File: src/rtl/core/lpd_pkg.sv
// Shared types and constants for the light level phase delay loop.
// No dependencies; imported by lpd_div and light_level_phase_delay_loop.
package lpd_pkg;

  localparam int SAMPLE_W   = 16;
  localparam int DELAY_W    = 14;
  localparam int HOLD_W     = 4;
  localparam int PCT_W      = 7;
  localparam int RANGE_W    = 16;
  localparam int TOL_W      = 10;
  localparam int CFG_IDX_W  = 2;
  localparam int CFG_DATA_W = 16;

  localparam int DIVIDEND_W = 33;
  localparam int DIVISOR_W  = 19;

  localparam logic [CFG_IDX_W-1:0] CFG_TARGET_PERCENT = 2'd0;
  localparam logic [CFG_IDX_W-1:0] CFG_LUX_SPAN       = 2'd1;
  localparam logic [CFG_IDX_W-1:0] CFG_TOLERANCE      = 2'd2;

  localparam logic [PCT_W-1:0]   PCT_RESET   = 7'd50;
  localparam logic [PCT_W-1:0]   PCT_FULL    = 7'd100;
  localparam logic [RANGE_W-1:0] RANGE_RESET = 16'd150;
  localparam logic [TOL_W-1:0]   TOL_RESET   = 10'd10;

  localparam logic [DELAY_W-1:0] DELAY_FLOOR = 14'd100;
  localparam logic [DELAY_W-1:0] DELAY_LIMIT = 14'd8500;
  localparam logic [DELAY_W-1:0] DELAY_CEIL  = 14'd8300;
  localparam logic [DELAY_W-1:0] FINE_STEP   = 14'd10;
  localparam logic [HOLD_W-1:0]  WAIT_FAST   = 4'd3;
  localparam logic [HOLD_W-1:0]  WAIT_SLOW   = 4'd15;

  localparam int GAIN_NUM  = 33332;
  // floor(2^22 / 100), one correction step recovers x / 100 for x < 2^23
  localparam int RECIP_100 = 41943;
  localparam int RECIP_SH  = 22;

  typedef struct packed {
    logic [SAMPLE_W-1:0] light_sample;
    logic                power_on;
  } lpd_in_t;

  typedef struct packed {
    logic [DELAY_W-1:0] phase_delay_us;
    logic [HOLD_W-1:0]  hold_seconds;
    logic               delay_changed;
  } lpd_out_t;

endpackage

File: src/rtl/core/lpd_div.sv
// Restoring serial divider, one quotient bit per cycle.
// Depends on lpd_pkg for operand widths.
module lpd_div
  import lpd_pkg::*;
(
  input  logic                  clk,
  input  logic                  rst_n,
  input  logic                  start,
  input  logic [DIVIDEND_W-1:0] dividend,
  input  logic [DIVISOR_W-1:0]  divisor,
  output logic                  done,
  output logic [DIVIDEND_W-1:0] quotient
);

  localparam int CNT_W = $clog2(DIVIDEND_W + 1);

  logic                  busy_r, busy_nxt;
  logic                  done_r, done_nxt;
  logic [CNT_W-1:0]      cnt_r, cnt_nxt;
  logic [DIVISOR_W-1:0]  dsr_r, dsr_nxt;
  logic [DIVISOR_W-1:0]  rem_r, rem_nxt;
  logic [DIVIDEND_W-1:0] quo_r, quo_nxt;
  logic [DIVISOR_W:0]    shifted;
  logic [DIVISOR_W+1:0]  trial;

  always_comb begin
    busy_nxt = busy_r;
    done_nxt = 1'b0;
    cnt_nxt  = cnt_r;
    dsr_nxt  = dsr_r;
    rem_nxt  = rem_r;
    quo_nxt  = quo_r;
    shifted  = {rem_r, quo_r[DIVIDEND_W-1]};
    trial    = {1'b0, shifted} - {2'b00, dsr_r};
    if (start) begin
      busy_nxt = 1'b1;
      cnt_nxt  = CNT_W'(DIVIDEND_W);
      dsr_nxt  = divisor;
      rem_nxt  = '0;
      quo_nxt  = dividend;
    end else if (busy_r) begin
      if (!trial[DIVISOR_W+1]) begin
        rem_nxt = trial[DIVISOR_W-1:0];
        quo_nxt = {quo_r[DIVIDEND_W-2:0], 1'b1};
      end else begin
        rem_nxt = shifted[DIVISOR_W-1:0];
        quo_nxt = {quo_r[DIVIDEND_W-2:0], 1'b0};
      end
      cnt_nxt = cnt_r - CNT_W'(1);
      if (cnt_r == CNT_W'(1)) begin
        busy_nxt = 1'b0;
        done_nxt = 1'b1;
      end
    end
  end

  always_ff @(posedge clk) begin
    if (!rst_n) begin
      busy_r <= 1'b0;
      done_r <= 1'b0;
      cnt_r  <= '0;
    end else begin
      busy_r <= busy_nxt;
      done_r <= done_nxt;
      cnt_r  <= cnt_nxt;
    end
    dsr_r <= dsr_nxt;
    rem_r <= rem_nxt;
    quo_r <= quo_nxt;
  end

  assign done     = done_r;
  assign quotient = quo_r;

  a_no_restart: assert property (@(posedge clk) disable iff (!rst_n)
    start |-> !busy_r)
    else $error("divider started while busy");

  a_done_idle: assert property (@(posedge clk) disable iff (!rst_n)
    done_r |-> !busy_r)
    else $error("divider done while still busy");

  a_fall_done: assert property (@(posedge clk) disable iff (!rst_n)
    $fell(busy_r) |-> done_r)
    else $error("divider finished without done");

endmodule

File: src/rtl/core/light_level_phase_delay_loop.sv
// Light level phase delay loop, top level.
// Depends on lpd_pkg and lpd_div.
//
// Input channel in_valid/in_stall/in_data carries one light sample and the
// power flag; each transfer yields exactly one result on out_valid/out_stall/
// out_data: the new firing delay, the hold time and a reload flag.
// Registers target_percent (0), lux span (1) and tolerance (2) are written
// through cfg_valid/cfg_ready/cfg_index/cfg_data; cfg_ready is always high.
// Items are processed one at a time; in_stall is high from the cycle after a
// transfer until the result is loaded into the output register.
// With power off an item goes from the transfer straight to S_DONE; a small or
// moderate error passes S_TGT_MUL, S_TGT_REC, S_TGT_BACK, S_TGT_FIX and S_ERR,
// and a large error adds S_P_MUL1, S_P_MUL2, S_P_SUB and S_DIV before S_DONE.
// The large-error path is set by the serial divide by 5x the span; the target
// and the products share one 24x18 multiplier over several steps.
// A new item may be taken while an earlier result still sits in the output
// register; if out_stall holds that result, the finished item waits in its
// last step until the output register frees.
// Synchronous reset restores the register defaults, the delay to
// PHASE_DELAY_RESET and the hold time to 3, and empties the output register.
module light_level_phase_delay_loop
  import lpd_pkg::*;
#(
  parameter int PHASE_DELAY_RESET = 4000
) (
  input  logic                  clk,
  input  logic                  rst_n,
  input  logic                  in_valid,
  output logic                  in_stall,
  input  lpd_in_t               in_data,
  output logic                  out_valid,
  input  logic                  out_stall,
  output lpd_out_t              out_data,
  input  logic                  cfg_valid,
  output logic                  cfg_ready,
  input  logic [CFG_IDX_W-1:0]  cfg_index,
  input  logic [CFG_DATA_W-1:0] cfg_data
);

  typedef enum logic [3:0] {
    S_IDLE,
    S_TGT_MUL,
    S_TGT_REC,
    S_TGT_BACK,
    S_TGT_FIX,
    S_ERR,
    S_P_MUL1,
    S_P_MUL2,
    S_P_SUB,
    S_DIV,
    S_DONE
  } state_t;

  state_t               state_r, state_nxt;
  logic [PCT_W-1:0]     pct_r, pct_nxt;
  logic [RANGE_W-1:0]   range_r, range_nxt;
  logic [TOL_W-1:0]     tol_r, tol_nxt;
  logic [DELAY_W-1:0]   delay_r, delay_nxt;
  logic [HOLD_W-1:0]    hold_r, hold_nxt;
  logic                 out_valid_r, out_valid_nxt;
  lpd_out_t             out_data_r, out_data_nxt;

  logic [SAMPLE_W-1:0]  sample_r, sample_nxt;
  logic signed [41:0]   prod_r, prod_nxt;
  logic [22:0]          x_r, x_nxt;
  logic [15:0]          q0_r, q0_nxt;
  logic [15:0]          tgt_r, tgt_nxt;
  logic signed [16:0]   err_r, err_nxt;
  logic signed [33:0]   num_r, num_nxt;
  logic                 neg_r, neg_nxt;
  logic [DELAY_W-1:0]   nd_r, nd_nxt;
  logic [HOLD_W-1:0]    nh_r, nh_nxt;
  logic                 chg_r, chg_nxt;

  logic [PCT_W-1:0]     pct_eff;
  logic [RANGE_W-1:0]   range_eff;
  logic [DIVISOR_W-1:0] den;
  logic signed [23:0]   mul_a;
  logic signed [17:0]   mul_b;
  logic signed [41:0]   mul_p;
  logic [22:0]          fix_rem;
  logic signed [16:0]   err_c;
  logic [16:0]          mag_c;
  logic signed [15:0]   fine_nd;
  logic signed [33:0]   diff;
  logic [DIVIDEND_W-1:0] div_dividend;
  logic                 div_start;
  logic                 div_done;
  logic [DIVIDEND_W-1:0] div_quo;
  logic                 in_xfer;

  assign pct_eff   = (pct_r > PCT_FULL) ? PCT_FULL : pct_r;
  assign range_eff = (range_r == '0) ? RANGE_W'(1) : range_r;
  assign den       = {1'b0, range_eff, 2'b00} + {3'b000, range_eff};

  always_comb begin
    mul_a = '0;
    mul_b = '0;
    case (state_r)
      S_TGT_MUL: begin
        mul_a = {8'd0, range_eff};
        mul_b = {11'd0, pct_eff};
      end
      S_TGT_REC: begin
        mul_a = {1'b0, prod_r[22:0]};
        mul_b = 18'(RECIP_100);
      end
      S_TGT_BACK: begin
        mul_a = {8'd0, prod_r[RECIP_SH+15:RECIP_SH]};
        mul_b = {11'd0, PCT_FULL};
      end
      S_P_MUL1: begin
        mul_a = {5'd0, den};
        mul_b = {4'd0, delay_r};
      end
      S_P_MUL2: begin
        mul_a = 24'(GAIN_NUM);
        mul_b = {err_r[16], err_r};
      end
      default: begin
        mul_a = '0;
        mul_b = '0;
      end
    endcase
  end

  assign mul_p = mul_a * mul_b;

  assign fix_rem      = x_r - prod_r[22:0];
  assign err_c        = $signed({1'b0, tgt_r}) - $signed({1'b0, sample_r});
  assign mag_c        = err_c[16] ? 17'(-err_c) : 17'(err_c);
  assign fine_nd      = err_c[16] ? ($signed({2'b00, delay_r}) + $signed({2'b00, FINE_STEP}))
                                  : ($signed({2'b00, delay_r}) - $signed({2'b00, FINE_STEP}));
  assign diff         = num_r - prod_r[33:0];
  assign div_dividend = diff[33] ? DIVIDEND_W'(-diff) : diff[DIVIDEND_W-1:0];
  assign div_start    = (state_r == S_P_SUB);
  assign in_xfer      = in_valid && !in_stall;

  lpd_div u_div (
    .clk      (clk),
    .rst_n    (rst_n),
    .start    (div_start),
    .dividend (div_dividend),
    .divisor  (den),
    .done     (div_done),
    .quotient (div_quo)
  );

  always_comb begin
    state_nxt     = state_r;
    pct_nxt       = pct_r;
    range_nxt     = range_r;
    tol_nxt       = tol_r;
    delay_nxt     = delay_r;
    hold_nxt      = hold_r;
    out_valid_nxt = out_valid_r && out_stall;
    out_data_nxt  = out_data_r;
    sample_nxt    = sample_r;
    prod_nxt      = prod_r;
    x_nxt         = x_r;
    q0_nxt        = q0_r;
    tgt_nxt       = tgt_r;
    err_nxt       = err_r;
    num_nxt       = num_r;
    neg_nxt       = neg_r;
    nd_nxt        = nd_r;
    nh_nxt        = nh_r;
    chg_nxt       = chg_r;

    if (cfg_valid) begin
      case (cfg_index)
        CFG_TARGET_PERCENT: pct_nxt   = cfg_data[PCT_W-1:0];
        CFG_LUX_SPAN:       range_nxt = cfg_data[RANGE_W-1:0];
        CFG_TOLERANCE:      tol_nxt   = cfg_data[TOL_W-1:0];
        default: ;
      endcase
    end

    case (state_r)
      S_IDLE: begin
        if (in_xfer) begin
          sample_nxt = in_data.light_sample;
          if (!in_data.power_on) begin
            nd_nxt    = delay_r;
            nh_nxt    = WAIT_FAST;
            chg_nxt   = 1'b1;
            state_nxt = S_DONE;
          end else begin
            state_nxt = S_TGT_MUL;
          end
        end
      end
      S_TGT_MUL: begin
        prod_nxt  = mul_p;
        state_nxt = S_TGT_REC;
      end
      S_TGT_REC: begin
        x_nxt     = prod_r[22:0];
        prod_nxt  = mul_p;
        state_nxt = S_TGT_BACK;
      end
      S_TGT_BACK: begin
        q0_nxt    = prod_r[RECIP_SH+15:RECIP_SH];
        prod_nxt  = mul_p;
        state_nxt = S_TGT_FIX;
      end
      S_TGT_FIX: begin
        tgt_nxt   = q0_r + 16'(fix_rem >= 23'(PCT_FULL));
        state_nxt = S_ERR;
      end
      S_ERR: begin
        err_nxt = err_c;
        if (mag_c <= {7'd0, tol_r}) begin
          nd_nxt    = delay_r;
          nh_nxt    = hold_r;
          chg_nxt   = 1'b0;
          state_nxt = S_DONE;
        end else if (mag_c > {6'd0, tol_r, 1'b0}) begin
          state_nxt = S_P_MUL1;
        end else begin
          if (fine_nd[15]) begin
            nd_nxt = DELAY_FLOOR;
          end else if (fine_nd[14:0] > {1'b0, DELAY_LIMIT}) begin
            nd_nxt = DELAY_CEIL;
          end else begin
            nd_nxt = fine_nd[DELAY_W-1:0];
          end
          nh_nxt    = WAIT_SLOW;
          chg_nxt   = 1'b1;
          state_nxt = S_DONE;
        end
      end
      S_P_MUL1: begin
        prod_nxt  = mul_p;
        state_nxt = S_P_MUL2;
      end
      S_P_MUL2: begin
        num_nxt   = prod_r[33:0];
        prod_nxt  = mul_p;
        state_nxt = S_P_SUB;
      end
      S_P_SUB: begin
        neg_nxt   = diff[33];
        state_nxt = S_DIV;
      end
      S_DIV: begin
        if (div_done) begin
          if (neg_r && (div_quo != '0)) begin
            nd_nxt = DELAY_FLOOR;
          end else if (div_quo > DIVIDEND_W'(DELAY_LIMIT)) begin
            nd_nxt = DELAY_CEIL;
          end else begin
            nd_nxt = div_quo[DELAY_W-1:0];
          end
          nh_nxt    = WAIT_FAST;
          chg_nxt   = 1'b1;
          state_nxt = S_DONE;
        end
      end
      S_DONE: begin
        if (!out_valid_r || !out_stall) begin
          out_valid_nxt               = 1'b1;
          out_data_nxt.phase_delay_us = nd_r;
          out_data_nxt.hold_seconds   = nh_r;
          out_data_nxt.delay_changed  = chg_r;
          delay_nxt                   = nd_r;
          hold_nxt                    = nh_r;
          state_nxt                   = S_IDLE;
        end
      end
      default: state_nxt = S_IDLE;
    endcase
  end

  always_ff @(posedge clk) begin
    if (!rst_n) begin
      state_r     <= S_IDLE;
      pct_r       <= PCT_RESET;
      range_r     <= RANGE_RESET;
      tol_r       <= TOL_RESET;
      delay_r     <= DELAY_W'(PHASE_DELAY_RESET);
      hold_r      <= WAIT_FAST;
      out_valid_r <= 1'b0;
    end else begin
      state_r     <= state_nxt;
      pct_r       <= pct_nxt;
      range_r     <= range_nxt;
      tol_r       <= tol_nxt;
      delay_r     <= delay_nxt;
      hold_r      <= hold_nxt;
      out_valid_r <= out_valid_nxt;
    end
    out_data_r <= out_data_nxt;
    sample_r   <= sample_nxt;
    prod_r     <= prod_nxt;
    x_r        <= x_nxt;
    q0_r       <= q0_nxt;
    tgt_r      <= tgt_nxt;
    err_r      <= err_nxt;
    num_r      <= num_nxt;
    neg_r      <= neg_nxt;
    nd_r       <= nd_nxt;
    nh_r       <= nh_nxt;
    chg_r      <= chg_nxt;
  end

  assign in_stall  = (state_r != S_IDLE);
  assign out_valid = out_valid_r;
  assign out_data  = out_data_r;
  assign cfg_ready = 1'b1;

  a_busy_after_xfer: assert property (@(posedge clk) disable iff (!rst_n)
    in_xfer |=> in_stall)
    else $error("input taken again before item finished");

  a_delay_bound: assert property (@(posedge clk) disable iff (!rst_n)
    delay_r <= DELAY_LIMIT)
    else $error("phase delay above limit");

  a_hold_codes: assert property (@(posedge clk) disable iff (!rst_n)
    hold_r == WAIT_FAST || hold_r == WAIT_SLOW)
    else $error("hold time not 3 or 15");

  a_div_done_state: assert property (@(posedge clk) disable iff (!rst_n)
    div_done |-> state_r == S_DIV)
    else $error("divider done outside divide step");

endmodule
File: config.mk
export PLATFORM = sky130hd
export DESIGN_NAME = light_level_phase_delay_loop
export DESIGN_NICKNAME = d
export VERILOG_FILES = /design/src/rtl/core/lpd_pkg.sv /design/src/rtl/core/lpd_div.sv /design/src/rtl/core/light_level_phase_delay_loop.sv
export SDC_FILE = /design/constraint.sdc
export NUM_CORES = 2
export LEC_CHECK = 0
export BUFFER_PORTS_ARGS = -buffer_cell sky130_fd_sc_hd__clkbuf_2
export CORE_MARGIN = 5
export CORE_UTILIZATION = 50
export DETAILED_ROUTE_END_ITERATION = 7
export PLACE_DENSITY = 0.63
export SYNTH_ARGS = -nofsm -noshare
export SYNTH_HDL_FRONTEND = slang
export SYNTH_SLANG_ARGS = --single-unit
File: constraint.sdc
create_clock -name clk -period 11.8 [get_ports clk]
set_clock_uncertainty 0.15 [all_clocks]
set_input_delay 1.18 -clock clk [delete_from_list [all_inputs] [get_ports clk]]
set_output_delay 1.18 -clock clk [all_outputs]
set_load 0.05 [all_outputs]
Word level (Yosys, flattened, before mapping) --
Cells that the tools add are included.
Storage, ports and cells: register bits 334, latch bits 0, bits in writable memories 0, ROM bits 0, input port bits 40, output and inout bits 22, logic and storage cells 138, memories 0
Operators by class: add/sub/neg operators 11, multiply operators 1, div/mod/pow operators 0, order comparisons 6, equal/unequal tests 18, shift operators 0, muxes and demuxes 48, bitwise gates (word level) 2, reduce and logical (&&, ||, !) cells 24
Operators by type and width (count):
- $mux 14 | 9
- $pmux 23 s5 | 1
- $mux 33 | 3
- $pmux 18 s5 | 1
- $mux 4 | 11
- $pmux 4 s11 | 1
- $pmux 14 s3 | 1
- $mul 24x18->38 | 1
- $sub 34x34->34 | 1
- $gt 33x14->1 const B | 1
- $neg 33->33 | 1
- $reduce_bool 33->1 | 1
- $mux 16 | 2
- $ge 23x7->1 const B | 1
- $sub 23x23->23 | 1
- $sub 20x19->21 | 1
- $add 18x16->19 | 1
- $mux 19 | 1
- $gt 17x11->1 | 1
- $le 17x10->1 | 1
- $mux 17 | 1
- $neg 17->17 | 1
- $sub 16x16->17 | 1
- $add 16x1->16 | 1
- other kinds (36) | 65

Logic depth before layout (Yosys ltp) --
depth in word-level cells 8, mapped depth 43, depth with buffers taken out 42

Modules after synthesis --
Synthesis repeated with hierarchy kept, for this count alone.
Unflattened totals: cell total of the unflattened synthesis 3548, area, all modules 33249.4 um^2
Modules (own cells, without submodules):
- light_level_phase_delay_loop | times used 1, cells each 3154, area each 29004.1 um^2, sequential area each 7096.8 um^2
- lpd_div | times used 1, cells each 394, area each 4245.3 um^2, sequential area each 2102.0 um^2

Worst setup path before layout --
OpenSTA, ideal clock, no wires.
kind reg-to-reg, start register range_r[7], end register prod_r[37], data pin, setup time 0.260 ns, data arrival time 8.546 ns, slack 2.845 ns, cell stages (with the launch flop) 42, cell sequence dfxtp_1 -> nor4_1 -> a41oi_1 -> inv_1 -> ha_1 -> inv_1 -> fa_1 -> inv_1 -> a21oi_1 -> o21bai_1 -> a21o_1 -> a21o_1 -> a21o_1 -> nand4_1 -> a31oi_1 -> xor2_1 -> nand2_1 -> nand2_1 -> [6 not listed] -> inv_1 -> fa_1 -> inv_1 -> fa_1 -> inv_1 -> fa_1 -> inv_1 -> ha_1 -> a21o_1 -> a21o_1 -> a21o_1 -> o41a_1 -> a211oi_1 -> a21oi_1 -> a311o_1 -> a31o_2 -> a21oi_1 -> xnor2_1
Between the ends: word-level cells in the longest chain between the ends 5
RTL lines:
- start: declaration | line light_level_phase_delay_loop.sv:56 | logic [RANGE_W-1:0] range_r, range_nxt;
- start signal: assignment | line light_level_phase_delay_loop.sv:287 | range_r <= range_nxt;
- $logic_not 16->1 | line light_level_phase_delay_loop.sv:93 | assign range_eff = (range_r == '0) ? RANGE_W'(1) : range_r;
- $mux 16 | line light_level_phase_delay_loop.sv:93
- $add 18x16->19 | line light_level_phase_delay_loop.sv:94 | assign den = {1'b0, range_eff, 2'b00} + {3'b000, range_eff};
- net den[0] | line light_level_phase_delay_loop.sv:77 | logic [DIVISOR_W-1:0] den;
- $pmux 23 s5 | line light_level_phase_delay_loop.sv:99 | case (state_r)
- $mul 24x18->38 | line light_level_phase_delay_loop.sv:127 | assign mul_p = mul_a * mul_b;
- net mul_p[37] | line light_level_phase_delay_loop.sv:80 | logic signed [41:0] mul_p;
- end signal: assignment | line light_level_phase_delay_loop.sv:295 | prod_r <= prod_nxt;
- end: declaration | line light_level_phase_delay_loop.sv:64 | logic signed [41:0] prod_r, prod_nxt;
The timed path passes the listed nets, and every way through them passes these cells. A chain may end at the register's enable or synchronous reset.

Worst setup path in the final report --
start register range_r[10], end register prod_r[37], data pin
The elaborated chain is that of the path after synthesis.

==> flow_metrics.py <==
metrics = {
    "cts": {
        "cts-resized-gates": 0,
        "cts_tree": "yes",
        "clock_slew_seen_by_the_registers_of_the_worst_setup_and_hold_paths_ns": 0.06,
        "max-clock-path-buffers": 3,
        "clockRootBuffer": "clkbuf_16",
        "htree_num_levels": 2,
        "number_of_clock_sinks_seen_by_cts": 334,
        "postCtsSetupBuffers": 0,
        "cts_inserted_buffers": 42,
        "clock_latency_late_sink_ns": 0.62,
        "cts.hold.buffers_added": 0,
    },
    "logic_synthesis": {
        "synthTopCellsByCount": "inv_1 (587), nand2_1 (443), fa_1 (339)",
        "post-synth-top-count-cell": "inv_1",
        "synth_cell_types": 88,
        "synth.cell_area_mm2": 0.0324,
        "syn_area_per_cell_um2": 9.35,
        "synth.yosys.seq_area_share_pct": 28.4,
        "most_area_hungry_cell_type_in_the_yosys_netlist": "edfxtp_1",
        "synth-async-reset-ratio_pct": 0,
        "synth_seq_cells": 334,
        "synth_top_cells_by_area": "edfxtp_1 (23%), fa_1 (21%), ha_1 (9.7%)",
        "synth_top_area_share_pct": 23.3,
        "synth_enable_flop_cells": 251,
        "synth-main-ff-cell": "edfxtp_1",
        "yosysWarnings": 0,
        "synth_cells": 3461,
    },
    "die": {
        "floorplan.core_area_mm2": 0.0642,
        "top_level_ports": 62,
        "placement_rows": 93,
        "floorplan.die_area_mm2": 0.0699,
        "initial_cell_density_of_the_core_pct": 50.4,
        "die_w_um": 264,
        "dieHeight_um": 264,
    },
    "placed_design": {
        "portBuffers": 60,
        "detailedPlacementHpwl_mm": 71.8,
        "place.gp.congestion": 0.986,
        "placement.setup.worst_slack_ns": 1.68,
        "postPlaceCellArea_mm2": 0.0338,
        "placedCellCount": 4334,
    },
    "routing": {
        "drcViolationCount": 0,
        "finalWirelength_mm": 90.2,
        "drt-vias-per-instance": 5.51,
        "first_iter_violations": 1977,
        "detailedRoute.firstPassIterationCount": 6,
        "route.vias.total": 24300,
        "routedWlPerCell_um": 20.4,
        "drtAntennaViolNets": 0,
    },
    "timing": {
        "hold_vio_cnt_final": 0,
        "setup_violations": 0,
        "finalMaxSlewViolations": 0,
        "totalNegativeSetupSlack_ns": 0,
        "timing_worst_slew_pin_value_ns": 1.21,
        "finalWorstPathRequiredPeriod_ns": 10.21,
        "fin_hold_ws_ns": 0.276,
        "maximum_operating_frequency_ghz": 0.0980,
        "timing.slew.headroom_pct": 19.2,
        "setup_repair_after_global_routing_missed_its_margin": "no",
        "finalWorstSetupSlack_ns": 1.59,
        "post-route-period-util_pct": 86.5,
    },
    "min_path": {
        "timing.hold.worst.class": "flop to flop",
    },
    "worst_setup_path": {
        "worst-path-max-fanout": 11,
        "worst-setup-path-type": "flop to flop",
        "r2r_setup_slack_ns": 1.59,
        "critPathLaunchType": "flop",
        "cp_data_required_time_ns": 12.02,
        "worst_path_max_delay_cell": "fa_1",
        "cp_common_cell": "inv_1",
        "crit_arrival_ns": 10.43,
        "critPathMaxStageDelay_ns": 0.53,
        "critical_path.endpoint_type": "flop",
    },
    "status": {
        "run_status": "finished clean",
    },
    "power": {
        "power_density_mw_per_mm2": 306,
        "leakage_nw": 15.8,
        "vdd_ir_max_v": 0.000331,
    },
    "finish": {
        "layout-area-overhead-vs-synth_pct": 8.94,
        "design_area_mm2": 0.0353,
        "final_cells": 4412,
        "insertedDiodeCount": 0,
        "final_layout_size_suffix_gt1_share_pct": 5.93,
        "finish.net_count": 4153,
    },
    "global_route": {
        "initial_antenna_violation_count": 5,
        "globalRoute.totalOverflow": 0,
        "total_global_routing_track_utilization_pct": 25.9,
        "grt_pass1_vias": 24000,
        "grt_start_max_net_pins": 80,
        "grt_first_pass_wirelength_mm": 141,
    },
    "job": {
        "cap_viol_max_count": 0,
    },
}
-- placed cells by master (no fill, tap or decap), types with 11 or more instances in the layout --
cell       synthesis  layout
nor2b_1           47      47
o21bai_1          12      12
nand4_1           19      19
xnor2_1          124     124
nand2b_1          24      24
edfxtp_1         251     251
dfxtp_1           83      83
a31oi_1           36      36
a21oi_1          142     142
o21a_1            32      32
or2_2             11      11
ha_1             251     251
fa_1             339     339
a211oi_1          15      15
nor3_1            58      54
clkbuf_2           1      60
and2_1            36      36
nand2_1          443     442
nand3b_1          11      11
and3_1            31      31
inv_1            587     587
conb_1             2      60
nor4_1            24      24
o211ai_1          17      17
xor2_1            52      52
clkbuf_16          0      43
nand3_1           69      69
a21o_1            49      49
a22oi_1           13      13
nor2_1           196     193
buf_4              2      34
a221oi_1          14      13
mux2i_1           34      34
o21ai_0          114     114
a21boi_0          33      33
-- power by group --
| part | switching (W) | total, W | internal [W] |
|---|---|---|---|
| combinational | 0.00445 | 0.00720 | 0.00275 |
| sequential | 0.000368 | 0.00221 | 0.00184 |
| clock | 0.000567 | 0.00140 | 0.000831 |
| total | 0.00538 | 0.0108 | 0.00543 |
-- logic make-up after synthesis --
| group | Yosys count | share of synthesized area, % |
|---|---|---|
| AOI/OAI and AO/OA | 581 | 11.9 |
| xor gates and xnor gates | 176 | 4.76 |
| adders and majority gates | 590 | 30.7 |
| buffers and inverters | 721 | 8.40 |
| DFF | 334 | 28.4 |
| muxes | 40 | 1.26 |
| other | 2 | 0.0232 |
| and+or+nand+nor | 1017 | 14.6 |
-- routing by layer --
metal  global-route usage (%)  up-vias  wire length [µm]
li1                         -    11600                 -
met1                     36.8    11900             39900
met2                     39.4      742             39600
met3                     5.66      155              6990
met4                     9.19        2              3620
met5                        0        -                12
-- metrics by stage --
step	util [%]	total power, W
floorplan	-	0.00724
global placement	52.6	0.00929
detailed placement	52.6	0.00933
CTS	54.9	0.0108
global route	54.9	0.0118
finish	54.9	0.0108
-- cell type report --
cell class,count,area (µm²)
fillers,5865,29000
multi-input cells,2464,20700
flip-flops and latches,334,9200
inverters,587,2200
clock buffers,53,1140
well taps,855,1070
repair buffers,94,556
clock inverters,25,352
-- worst paths after layout --
kind | start | endpoint | cells past startpoint
worst max-delay path | range_r[10] | prod_r[37] | 40
worst min-delay path | chg_r | out_data[0] | 0
worst max register to register | range_r[10] | prod_r[37] | 40
worst min register to register | chg_r | out_data[0] | 0
-- worst max-delay path: cells and delay by family, from the launching register on --
kind / cells / cell delay, ns
AO/OA/AOI/OAI: 16 / 3.68
adder cells (fa/ha/maj): 9 / 3.74
XOR/XNOR: 2 / 0.33
buffers and inverters: 8 / 0.52
flip-flops: 1 / 0.36
AND/OR/NAND/NOR: 5 / 1.22
-- state kept, by name, summed over array words and instances, names as in the netlist, 6 cells and up --
signal and flops:
pct_r 7, tol_r 10, nd_r 14, tgt_r 16, sample_r 16, prod_r 38, x_r 23, out_data 19
err_r 17, delay_r 14, range_r 16, u_div.rem_r 19, num_r 34, u_div.dsr_r 19, u_div.cnt_r 6, q0_r 16
u_div.quotient 33
Power figures use the tool's default switching activity.
